File: config.mk
export PLATFORM = sky130hd
export DESIGN_NAME = half_duplex_uart_8n1_top
export DESIGN_NICKNAME = d
export VERILOG_FILES = /design/src/hw/rtl/hdu_pkg.sv /design/src/hw/rtl/hdu_core.sv /design/src/hw/rtl/half_duplex_uart_8n1_top.sv
export VERILOG_INCLUDE_DIRS = /design/src /design/src/hw/rtl
export SDC_FILE = /design/constraint.sdc
export NUM_CORES = 1
export LEC_CHECK = 0
export BUFFER_PORTS_ARGS = -buffer_cell sky130_fd_sc_hd__buf_4
export CAP_MARGIN = 20
export CORE_MARGIN = 2
export CORE_UTILIZATION = 61
export DETAILED_ROUTE_END_ITERATION = 8
export PLACE_DENSITY = 0.78
export REMOVE_ABC_BUFFERS = 1
export SYNTH_ARGS = -nofsm -noshare
export SYNTH_HDL_FRONTEND = slang
export SYNTH_HIERARCHICAL = 1
export SYNTH_SLANG_ARGS = --single-unit
export TNS_END_PERCENT = 30
File: constraint.sdc
create_clock -name i_clk -period 4.7 [get_ports i_clk]
set_input_delay 0.47 -clock i_clk [delete_from_list [all_inputs] [get_ports i_clk]]
set_output_delay 0.47 -clock i_clk [all_outputs]
set_load 0.05 [all_outputs]
File: src/hw/rtl/half_duplex_uart_8n1_top_macros.svh
// Assertion macros shared by the UART RTL files.
`ifndef HALF_DUPLEX_UART_8N1_TOP_MACROS_SVH
`define HALF_DUPLEX_UART_8N1_TOP_MACROS_SVH

// Same-cycle implication, disabled while reset is low.
`define HDU_ASSERT_IMP(label, clk, rst_n, ante, cons, msg) \
    label: assert property (@(posedge clk) disable iff (!(rst_n)) (ante) |-> (cons)) \
        else $error(msg);

// Next-cycle implication, disabled while reset is low.
`define HDU_ASSERT_NXT(label, clk, rst_n, ante, cons, msg) \
    label: assert property (@(posedge clk) disable iff (!(rst_n)) (ante) |=> (cons)) \
        else $error(msg);

`endif

File: src/hw/rtl/hdu_pkg.sv
// Types and constants shared by the half-duplex UART modules.
`timescale 1ns / 1ps
`default_nettype none
package hdu_pkg;

    localparam int DATA_BITS_DEF  = 8;
    localparam int TIMER_BITS_DEF = 8;

    localparam int CFG_W = 8;
    localparam logic [CFG_W-1:0] BIT_PERIOD_RST  = 8'd53;
    localparam logic [CFG_W-1:0] START_DELAY_RST = 8'd80;

    localparam logic CFG_BIT_PERIOD  = 1'b0;
    localparam logic CFG_START_DELAY = 1'b1;

    typedef enum logic [1:0] {
        FUNC_TICK  = 2'd0,
        FUNC_SEND  = 2'd1,
        FUNC_ARM   = 2'd2,
        FUNC_RESET = 2'd3
    } t_func;

    typedef enum logic [1:0] {
        MODE_IDLE = 2'd0,
        MODE_TX   = 2'd1,
        MODE_RX   = 2'd2
    } t_mode;

    typedef struct packed {
        logic       tx_line;
        t_mode      mode;
        logic [7:0] rx_data;
        logic       rx_done;
        logic       tx_done;
        logic       refused;
    } t_result;

endpackage
`default_nettype wire

File: src/hw/rtl/hdu_core.sv
// UART state registers and the per-item next-state and result logic.
`timescale 1ns / 1ps
`default_nettype none
`include "half_duplex_uart_8n1_top_macros.svh"
module hdu_core
    import hdu_pkg::*;
#(
    parameter int DATA_BITS  = DATA_BITS_DEF,
    parameter int TIMER_BITS = TIMER_BITS_DEF
) (
    input  wire logic             i_clk,
    input  wire logic             i_rst_n,
    input  wire logic             i_step,
    input  wire logic [1:0]       i_func,
    input  wire logic [7:0]       i_tx_byte,
    input  wire logic             i_rx_line,
    input  wire logic [CFG_W-1:0] i_bit_period,
    input  wire logic [CFG_W-1:0] i_start_delay,
    output t_result               o_res
);

    localparam int BD_W   = $clog2(DATA_BITS + 2);
    localparam int DIDX_W = $clog2(DATA_BITS);
    localparam logic [BD_W-1:0] BD_DATA = BD_W'(DATA_BITS);
    localparam logic [BD_W-1:0] BD_LAST = BD_W'(DATA_BITS + 1);

    t_mode                  r_op_mode, n_op_mode;
    logic [BD_W-1:0]        r_bits_done, n_bits_done;
    logic [DATA_BITS-1:0]   r_rx_shift, n_rx_shift;
    logic [DATA_BITS-1:0]   r_tx_hold, n_tx_hold;
    logic [TIMER_BITS-1:0]  r_tick_count, n_tick_count;
    logic [TIMER_BITS-1:0]  r_tick_limit, n_tick_limit;
    logic                   r_timer_running, n_timer_running;
    logic                   r_edge_armed, n_edge_armed;
    logic                   r_rx_prev;
    logic                   r_tx_level, n_tx_level;

    t_func              func;
    logic               advance;
    logic               fall_edge;
    logic               rx_done;
    logic               tx_done;
    logic               refused;
    logic [DIDX_W-1:0]  bit_idx;

    assign func = t_func'(i_func);

    always_ff @(posedge i_clk) begin
        if (!i_rst_n) begin
            r_op_mode       <= MODE_IDLE;
            r_bits_done     <= '0;
            r_rx_shift      <= '0;
            r_tx_hold       <= '0;
            r_tick_count    <= '0;
            r_tick_limit    <= TIMER_BITS'(BIT_PERIOD_RST);
            r_timer_running <= 1'b0;
            r_edge_armed    <= 1'b0;
            r_rx_prev       <= 1'b1;
            r_tx_level      <= 1'b1;
        end else if (i_step) begin
            r_op_mode       <= n_op_mode;
            r_bits_done     <= n_bits_done;
            r_rx_shift      <= n_rx_shift;
            r_tx_hold       <= n_tx_hold;
            r_tick_count    <= n_tick_count;
            r_tick_limit    <= n_tick_limit;
            r_timer_running <= n_timer_running;
            r_edge_armed    <= n_edge_armed;
            r_rx_prev       <= i_rx_line;
            r_tx_level      <= n_tx_level;
        end
    end

    always_comb begin
        n_op_mode       = r_op_mode;
        n_bits_done     = r_bits_done;
        n_rx_shift      = r_rx_shift;
        n_tx_hold       = r_tx_hold;
        n_tick_count    = r_tick_count;
        n_tick_limit    = r_tick_limit;
        n_timer_running = r_timer_running;
        n_edge_armed    = r_edge_armed;
        n_tx_level      = r_tx_level;
        advance         = 1'b1;
        rx_done         = 1'b0;
        tx_done         = 1'b0;
        refused         = 1'b0;
        fall_edge       = r_edge_armed && r_rx_prev && !i_rx_line;

        if (func == FUNC_RESET) begin
            n_op_mode       = MODE_IDLE;
            n_bits_done     = '0;
            n_rx_shift      = '0;
            n_tx_hold       = '0;
            n_tick_count    = '0;
            n_timer_running = 1'b0;
            n_edge_armed    = 1'b0;
            n_tx_level      = 1'b1;
            advance         = 1'b0;
        end else begin
            if (fall_edge) begin
                n_edge_armed    = 1'b0;
                n_tick_count    = '0;
                n_tick_limit    = TIMER_BITS'(i_start_delay);
                n_timer_running = 1'b1;
                advance         = 1'b0;
            end
            if (func == FUNC_SEND || func == FUNC_ARM) begin
                if (r_op_mode != MODE_IDLE) begin
                    refused = 1'b1;
                end else if (func == FUNC_SEND) begin
                    n_op_mode       = MODE_TX;
                    n_bits_done     = '0;
                    n_tx_hold       = DATA_BITS'(i_tx_byte);
                    n_tx_level      = 1'b0;
                    n_tick_count    = '0;
                    n_tick_limit    = TIMER_BITS'(i_bit_period);
                    n_timer_running = 1'b1;
                    advance         = 1'b0;
                end else begin
                    n_op_mode    = MODE_RX;
                    n_bits_done  = '0;
                    n_rx_shift   = '0;
                    n_edge_armed = 1'b1;
                end
            end
        end

        bit_idx = n_bits_done[DIDX_W-1:0];

        if (advance && n_timer_running) begin
            if (n_tick_count != n_tick_limit) begin
                n_tick_count = n_tick_count + TIMER_BITS'(1);
            end else begin
                n_tick_count = '0;
                case (n_op_mode)
                    MODE_RX: begin
                        if (n_bits_done >= BD_DATA) begin
                            n_timer_running = 1'b0;
                            n_op_mode       = MODE_IDLE;
                            rx_done         = 1'b1;
                        end else begin
                            n_rx_shift[bit_idx] = n_rx_shift[bit_idx] | i_rx_line;
                            n_bits_done         = n_bits_done + BD_W'(1);
                            n_tick_limit        = TIMER_BITS'(i_bit_period);
                            n_timer_running     = 1'b1;
                        end
                    end
                    MODE_TX: begin
                        if (n_bits_done < BD_DATA) begin
                            n_tx_level  = n_tx_hold[bit_idx];
                            n_bits_done = n_bits_done + BD_W'(1);
                        end else if (n_bits_done == BD_DATA) begin
                            n_tx_level  = 1'b1;
                            n_bits_done = n_bits_done + BD_W'(1);
                        end else begin
                            n_timer_running = 1'b0;
                            n_op_mode       = MODE_IDLE;
                            tx_done         = 1'b1;
                        end
                    end
                    default: begin
                        n_timer_running = 1'b0;
                        n_op_mode       = MODE_IDLE;
                    end
                endcase
            end
        end

        o_res.tx_line = n_tx_level;
        o_res.mode    = n_op_mode;
        o_res.rx_data = 8'(n_rx_shift);
        o_res.rx_done = rx_done;
        o_res.tx_done = tx_done;
        o_res.refused = refused;
    end

    `HDU_ASSERT_IMP(a_tx_idle_high, i_clk, i_rst_n, r_op_mode != MODE_TX, r_tx_level, "tx line low outside transmit")
    `HDU_ASSERT_IMP(a_tx_timer, i_clk, i_rst_n, r_op_mode == MODE_TX, r_timer_running, "timer stopped during transmit")
    `HDU_ASSERT_IMP(a_rx_progress, i_clk, i_rst_n, r_op_mode == MODE_RX, r_edge_armed || r_timer_running, "receive neither armed nor timing")
    `HDU_ASSERT_IMP(a_armed_rx, i_clk, i_rst_n, r_edge_armed, r_op_mode == MODE_RX, "edge detector armed outside receive")
    `HDU_ASSERT_IMP(a_bits_range, i_clk, i_rst_n, 1'b1, r_bits_done <= BD_LAST, "bit counter out of range")

endmodule
`default_nettype wire

File: src/hw/rtl/half_duplex_uart_8n1_top.sv
// Top level of the half-duplex 8N1 UART: config registers, core and result buffer.
`timescale 1ns / 1ps
`default_nettype none
`include "half_duplex_uart_8n1_top_macros.svh"
// Every accepted item is one timer tick, optionally carrying a send, arm or reset
// command; a reset, an accepted send or a detected start edge does not tick. Each
// item yields exactly one result, in the output register or, while it stalls, the
// skid register. The block takes one item per clock cycle: the per-item update is
// a single pass through the core's next-state logic, and the two-entry result
// buffer keeps accepting while a result waits, so o_in_ready falls only when both
// entries hold unconsumed results. Config writes apply at the next timer reload.
module half_duplex_uart_8n1_top
    import hdu_pkg::*;
#(
    parameter int DATA_BITS  = DATA_BITS_DEF,
    parameter int TIMER_BITS = TIMER_BITS_DEF
) (
    input  wire logic             i_clk,
    input  wire logic             i_rst_n,
    input  wire logic             i_cfg_we,
    input  wire logic             i_cfg_idx,
    input  wire logic [CFG_W-1:0] i_cfg_data,
    input  wire logic             i_in_valid,
    output logic                  o_in_ready,
    input  wire logic [1:0]       i_func,
    input  wire logic [7:0]       i_tx_byte,
    input  wire logic             i_rx_line,
    output logic                  o_out_valid,
    input  wire logic             i_out_ready,
    output logic                  o_tx_line,
    output logic [1:0]            o_mode,
    output logic [7:0]            o_rx_data,
    output logic                  o_rx_done,
    output logic                  o_tx_done,
    output logic                  o_refused
);

    logic [CFG_W-1:0] r_bit_period;
    logic [CFG_W-1:0] r_start_delay;
    t_result          r_out, n_out;
    t_result          r_skid, n_skid;
    logic             r_out_valid, n_out_valid;
    logic             r_skid_valid, n_skid_valid;
    t_result          step_res;
    logic             in_fire;
    logic             out_fire;

    assign o_in_ready = !r_skid_valid;
    assign in_fire    = i_in_valid && o_in_ready;
    assign out_fire   = r_out_valid && i_out_ready;

    always_ff @(posedge i_clk) begin
        if (!i_rst_n) begin
            r_bit_period  <= BIT_PERIOD_RST;
            r_start_delay <= START_DELAY_RST;
        end else if (i_cfg_we) begin
            case (i_cfg_idx)
                CFG_BIT_PERIOD:  r_bit_period  <= i_cfg_data;
                CFG_START_DELAY: r_start_delay <= i_cfg_data;
                default: begin
                end
            endcase
        end
    end

    hdu_core #(
        .DATA_BITS  (DATA_BITS),
        .TIMER_BITS (TIMER_BITS)
    ) u_core (
        .i_clk         (i_clk),
        .i_rst_n       (i_rst_n),
        .i_step        (in_fire),
        .i_func        (i_func),
        .i_tx_byte     (i_tx_byte),
        .i_rx_line     (i_rx_line),
        .i_bit_period  (r_bit_period),
        .i_start_delay (r_start_delay),
        .o_res         (step_res)
    );

    always_comb begin
        n_out        = r_out;
        n_skid       = r_skid;
        n_out_valid  = r_out_valid;
        n_skid_valid = r_skid_valid;
        if (!r_out_valid || out_fire) begin
            if (r_skid_valid) begin
                n_out        = r_skid;
                n_out_valid  = 1'b1;
                n_skid_valid = 1'b0;
            end else begin
                n_out       = step_res;
                n_out_valid = in_fire;
            end
        end else if (in_fire) begin
            n_skid       = step_res;
            n_skid_valid = 1'b1;
        end
    end

    always_ff @(posedge i_clk) begin
        if (!i_rst_n) begin
            r_out_valid  <= 1'b0;
            r_skid_valid <= 1'b0;
        end else begin
            r_out_valid  <= n_out_valid;
            r_skid_valid <= n_skid_valid;
        end
    end

    always_ff @(posedge i_clk) begin
        r_out  <= n_out;
        r_skid <= n_skid;
    end

    assign o_out_valid = r_out_valid;
    assign o_tx_line   = r_out.tx_line;
    assign o_mode      = r_out.mode;
    assign o_rx_data   = r_out.rx_data;
    assign o_rx_done   = r_out.rx_done;
    assign o_tx_done   = r_out.tx_done;
    assign o_refused   = r_out.refused;

    `HDU_ASSERT_IMP(a_skid_behind_out, i_clk, i_rst_n, r_skid_valid, r_out_valid, "skid entry without output entry")
    `HDU_ASSERT_NXT(a_skid_catch, i_clk, i_rst_n, in_fire && r_out_valid && !i_out_ready, r_skid_valid, "item lost while output stalled")
    `HDU_ASSERT_NXT(a_cfg_period, i_clk, i_rst_n, i_cfg_we && i_cfg_idx == CFG_BIT_PERIOD, r_bit_period == $past(i_cfg_data), "bit period write not taken")

endmodule
`default_nettype wire
==> summary.md <==
| Metric | Value |
|---|---|
| GRT Resource Usage Total | `a little under 30%` |
| GRT Residual Overflow | `0` |
| EDFF count, synth | `28` |
| Worst-case clock buffer depth | `2` |
| TritonCTS clock tree | `built` |
| Fin Hold WS | `~0.35 ns` |
| Total number of yosys warnings | `6` |
| CP Cell Sequence | `buf_4 -> ha_1 -> or3_1 -> nor2_1 -> o21ai_0 -> inv_1 -> ha_1 -> nand2_1 -> inv_1 -> nand4_2 -> or2_1 -> mux2i_1 -> mux2_4` |
| Placeable Area | `~8300 sq um` |
| Average cell area after synthesis | `about 8.7 sq um` |
| Yosys reg bits | `88` |
| Kind of end point of the critical path | `flop` |
| # Max-Cap Violations | `0` |
| H-tree levels | `3` |
| Pins Over Slew Limit | `0` |
| Worst-margin pin slew | `between 0.9 and 1 ns` |
| Max Freq | `between 0.2 and 0.3 GHz` |
| # IOs | `41` |
| Post-CTS resize count | `0` |
| Initial DRC Count | `around 680` |
| Worst Reg-to-Reg Cells | `11` |
| Wire length on met2 | `6305 um` |
| CP max stage cell | `or3_1` |
| Antenna violations before repair | `0` |
| Number of remaining DRC errors | `0` |
| Metal-1 WL | `6117 um` |
| Hold Crit Class | `input port to flop` |
| Routed Antenna Nets | `0` |
| Crit-path max FO | `10` |
| Total Die Area | `between 9000 and 10000 sq um` |
| First-pass GRT wire length | `between 20000 and 25000 um` |
| Total Nets Final | `648` |
| Cts hold-fix bufs | `0` |
| # clock sinks | `~90` |
| Gp weighted congestion | `between 0.9 and 1` |
| FP Rows | `33` |
| Worst setup SP type | `input port` |
| Post-synth ARST share | `0%` |
| TritonCTS buffer count | `9` |
| Top Layer Used | `met4` |
| Fin. Hold Viols | `0` |
| Area grow syn2layout | `8.391%` |
| Hold depth | `3` |
| Layout cells sized above 1 | `roughly 15%` |
| Post-Syn Instances | `around 600` |
| Clock Latency Late Sink | `between 0.3 and 0.4 ns` |
| DR pass1 iterations | `5` |
| Worst rel slew slack | `around a third` |
| Yosys top cell area share | `between 20% and 30%` |
| Routed WL | `~14000 um` |
| Netlist cell types | `70` |
| Number of global-route vias before repair | `approximately 4500` |
| Worst setup margin | `0.9605 ns` |
| Clk_skew | `around 0.012 ns` |
| FF-to-FF Start | `u_core/r_op_mode[1]` |
| Root Buffer | `clkbuf_8` |
| Register area share after synthesis | `between 30% and 40%` |
| Dpl cell area | `about 5500 sq um` |
| Worst VDD drop | `approximately 0.19 mV` |
| Metal3 WL | `between 1000 and 1500 um` |
| Setup-failing EPs final | `0` |
| Hold path startpoint | `i_tx_byte[3]` |
| Final worst-path cycle share | `about four fifths` |
| Die Ht | `96.90 um` |
| Status | `finished, final reports clean` |
| Slowest cell delay on critical path | `0.54 ns` |
| Number of diodes | `0` |
| RSZ-0062 raised after global routing | `false` |
| DR vias | `about 4900` |
| DR vias/cell | `approximately 6.7` |
| Synth top area cells | `dfxtp_1 (23%), edfxtp_1 (16%), nand2_1 (4.6%)` |
| Largest net degree at the start of global routing | `44` |
| Worst EP arrival | `slightly below 4 ns` |
| Min Tclk post-route | `3.740 ns` |
| Top FF cell, synth | `dfxtp_1` |
| PwrDens | `around 300 nW/um^2` |
| Area leader, netlist | `dfxtp_1` |
| Cell area after synthesis | `about 5300 sq um` |
| Top delay family on crit path | `simple AND/OR/NAND/NOR gates` |
| Worst EP required | `4.81 ns` |
| Hpwl dp | `9970 um` |
| Crit path buffers/inverters | `3` |
| Initial Util | `a little under two thirds` |
| Critical path depth | `13` |
| LEAKAGE | `around 0.0022 uW` |
| Final instance area | `about 5700 sq um` |
| Fin Setup TNS | `0 ns` |
| Drt wl/cell | `around 19 um` |
| Kind of critical path | `input port to flop` |
| Post-CTS Setup Bufs | `0` |
| Port Buffer Count | `40` |
| Worst setup path start | `i_func[0]` |
| Pre-CTS setup slack | `0.6638 ns` |
| Clock-pin slew on the worst setup and hold paths | `around 0.090 ns` |
| Die W | `about 97 um` |
-- cell usage after synthesis, drive strengths merged, types with 9 or more instances --
library cell   n
a21oi         32
o21ai         39
nand3         14
edfxtp        28
o211ai        16
mux2          14
nand2         66
a31oi         13
inv           35
clkbuf        23
nand4         14
buf           26
a22oi          9
mux2i         17
nor2          58
dfxtp         60
-- stage by stage --
stage / util (%) / power [uW] / cells
after floorplan: - / 1038 / 556
after global placement: 66.12 / 1129 / 708
after detailed placement: 66.12 / 1138 / 708
after CTS: 68.58 / 1665 / 724
after global routing: 68.75 / 1732 / 725
final: 68.75 / 1665 / 725
-- worst min-delay path: cells and delay by family --
family / cells / cell delay, ns
AO/OA/AOI/OAI: 1 / 0.05
buffers and inverters: 1 / 0.08
AND/OR/NAND/NOR: 1 / 0.07
-- where the power goes --
group / switching (uW) / internal (uW)
registers: 30.4 / 814
logic: 188 / 96.7
clock network: 274 / 262
-- cell type report --
type,count,area [sq um]
clock buffer,10,137.6
clock inverter,6,66.31
fill,690,2594
inverter,36,135.1
multi-input combinational,432,2826
sequential,88,2042
tap,105,131.4
timing repair buffer,48,366.6
-- cells by family (layout without fill, tap and decap cells) --
family | Yosys count | after routing | share of synthesized area [%]
flip-flops | 88 | 88 | 38.79
AND/OR/NAND/NOR | 219 | 219 | 21.44
buffers and inverters | 85 | 100 | 7.654
multiplexers | 31 | 31 | 6.656
AO/OA/AOI/OAI | 174 | 174 | 23.56
adder cells (fa/ha/maj) | 8 | 8 | 1.902
-- flip-flops by register name, summed over array words and instances, names as in the netlist, 2 cells and up --
name                 cells
o_mode                   2
o_rx_data                8
r_skid                  14
r_start_delay            8
u_core/r_rx_shift        8
r_bit_period             8
u_core/r_op_mode         2
u_core/r_tx_hold         8
u_core/r_bits_done       4
u_core/r_tick_count      8
u_core/r_tick_limit      8
-- layer usage --
layer	vias to the layer above	track usage, %
li1	2258	-
met1	2305	42.10
met2	281	45.67
met3	32	5.636
met4	0	9.859
met5	-	0
-- worst paths after layout --
check,end,slack (ns)
worst max-delay path,o_rx_data[3],0.96
worst min-delay path,u_core/r_tx_hold[3],0.35
worst max register to register,o_rx_data[3],1.11
worst min register to register,u_core/r_tx_hold[0],0.47
-- placed cells by master (no fill, tap or decap), types with 13 or more instances in the layout --
cell | Yosys | layout
nand2_1 | 65 | 65
dfxtp_1 | 60 | 60
nor2_1 | 57 | 57
buf_4 | 8 | 47
o21ai_0 | 36 | 36
inv_1 | 35 | 35
a21oi_1 | 31 | 31
edfxtp_1 | 28 | 28
mux2i_1 | 17 | 17
o211ai_1 | 16 | 16
nand3_1 | 13 | 13
nand4_1 | 13 | 13
a31oi_1 | 13 | 13
Note: power is estimated with default switching activity, not from simulation.
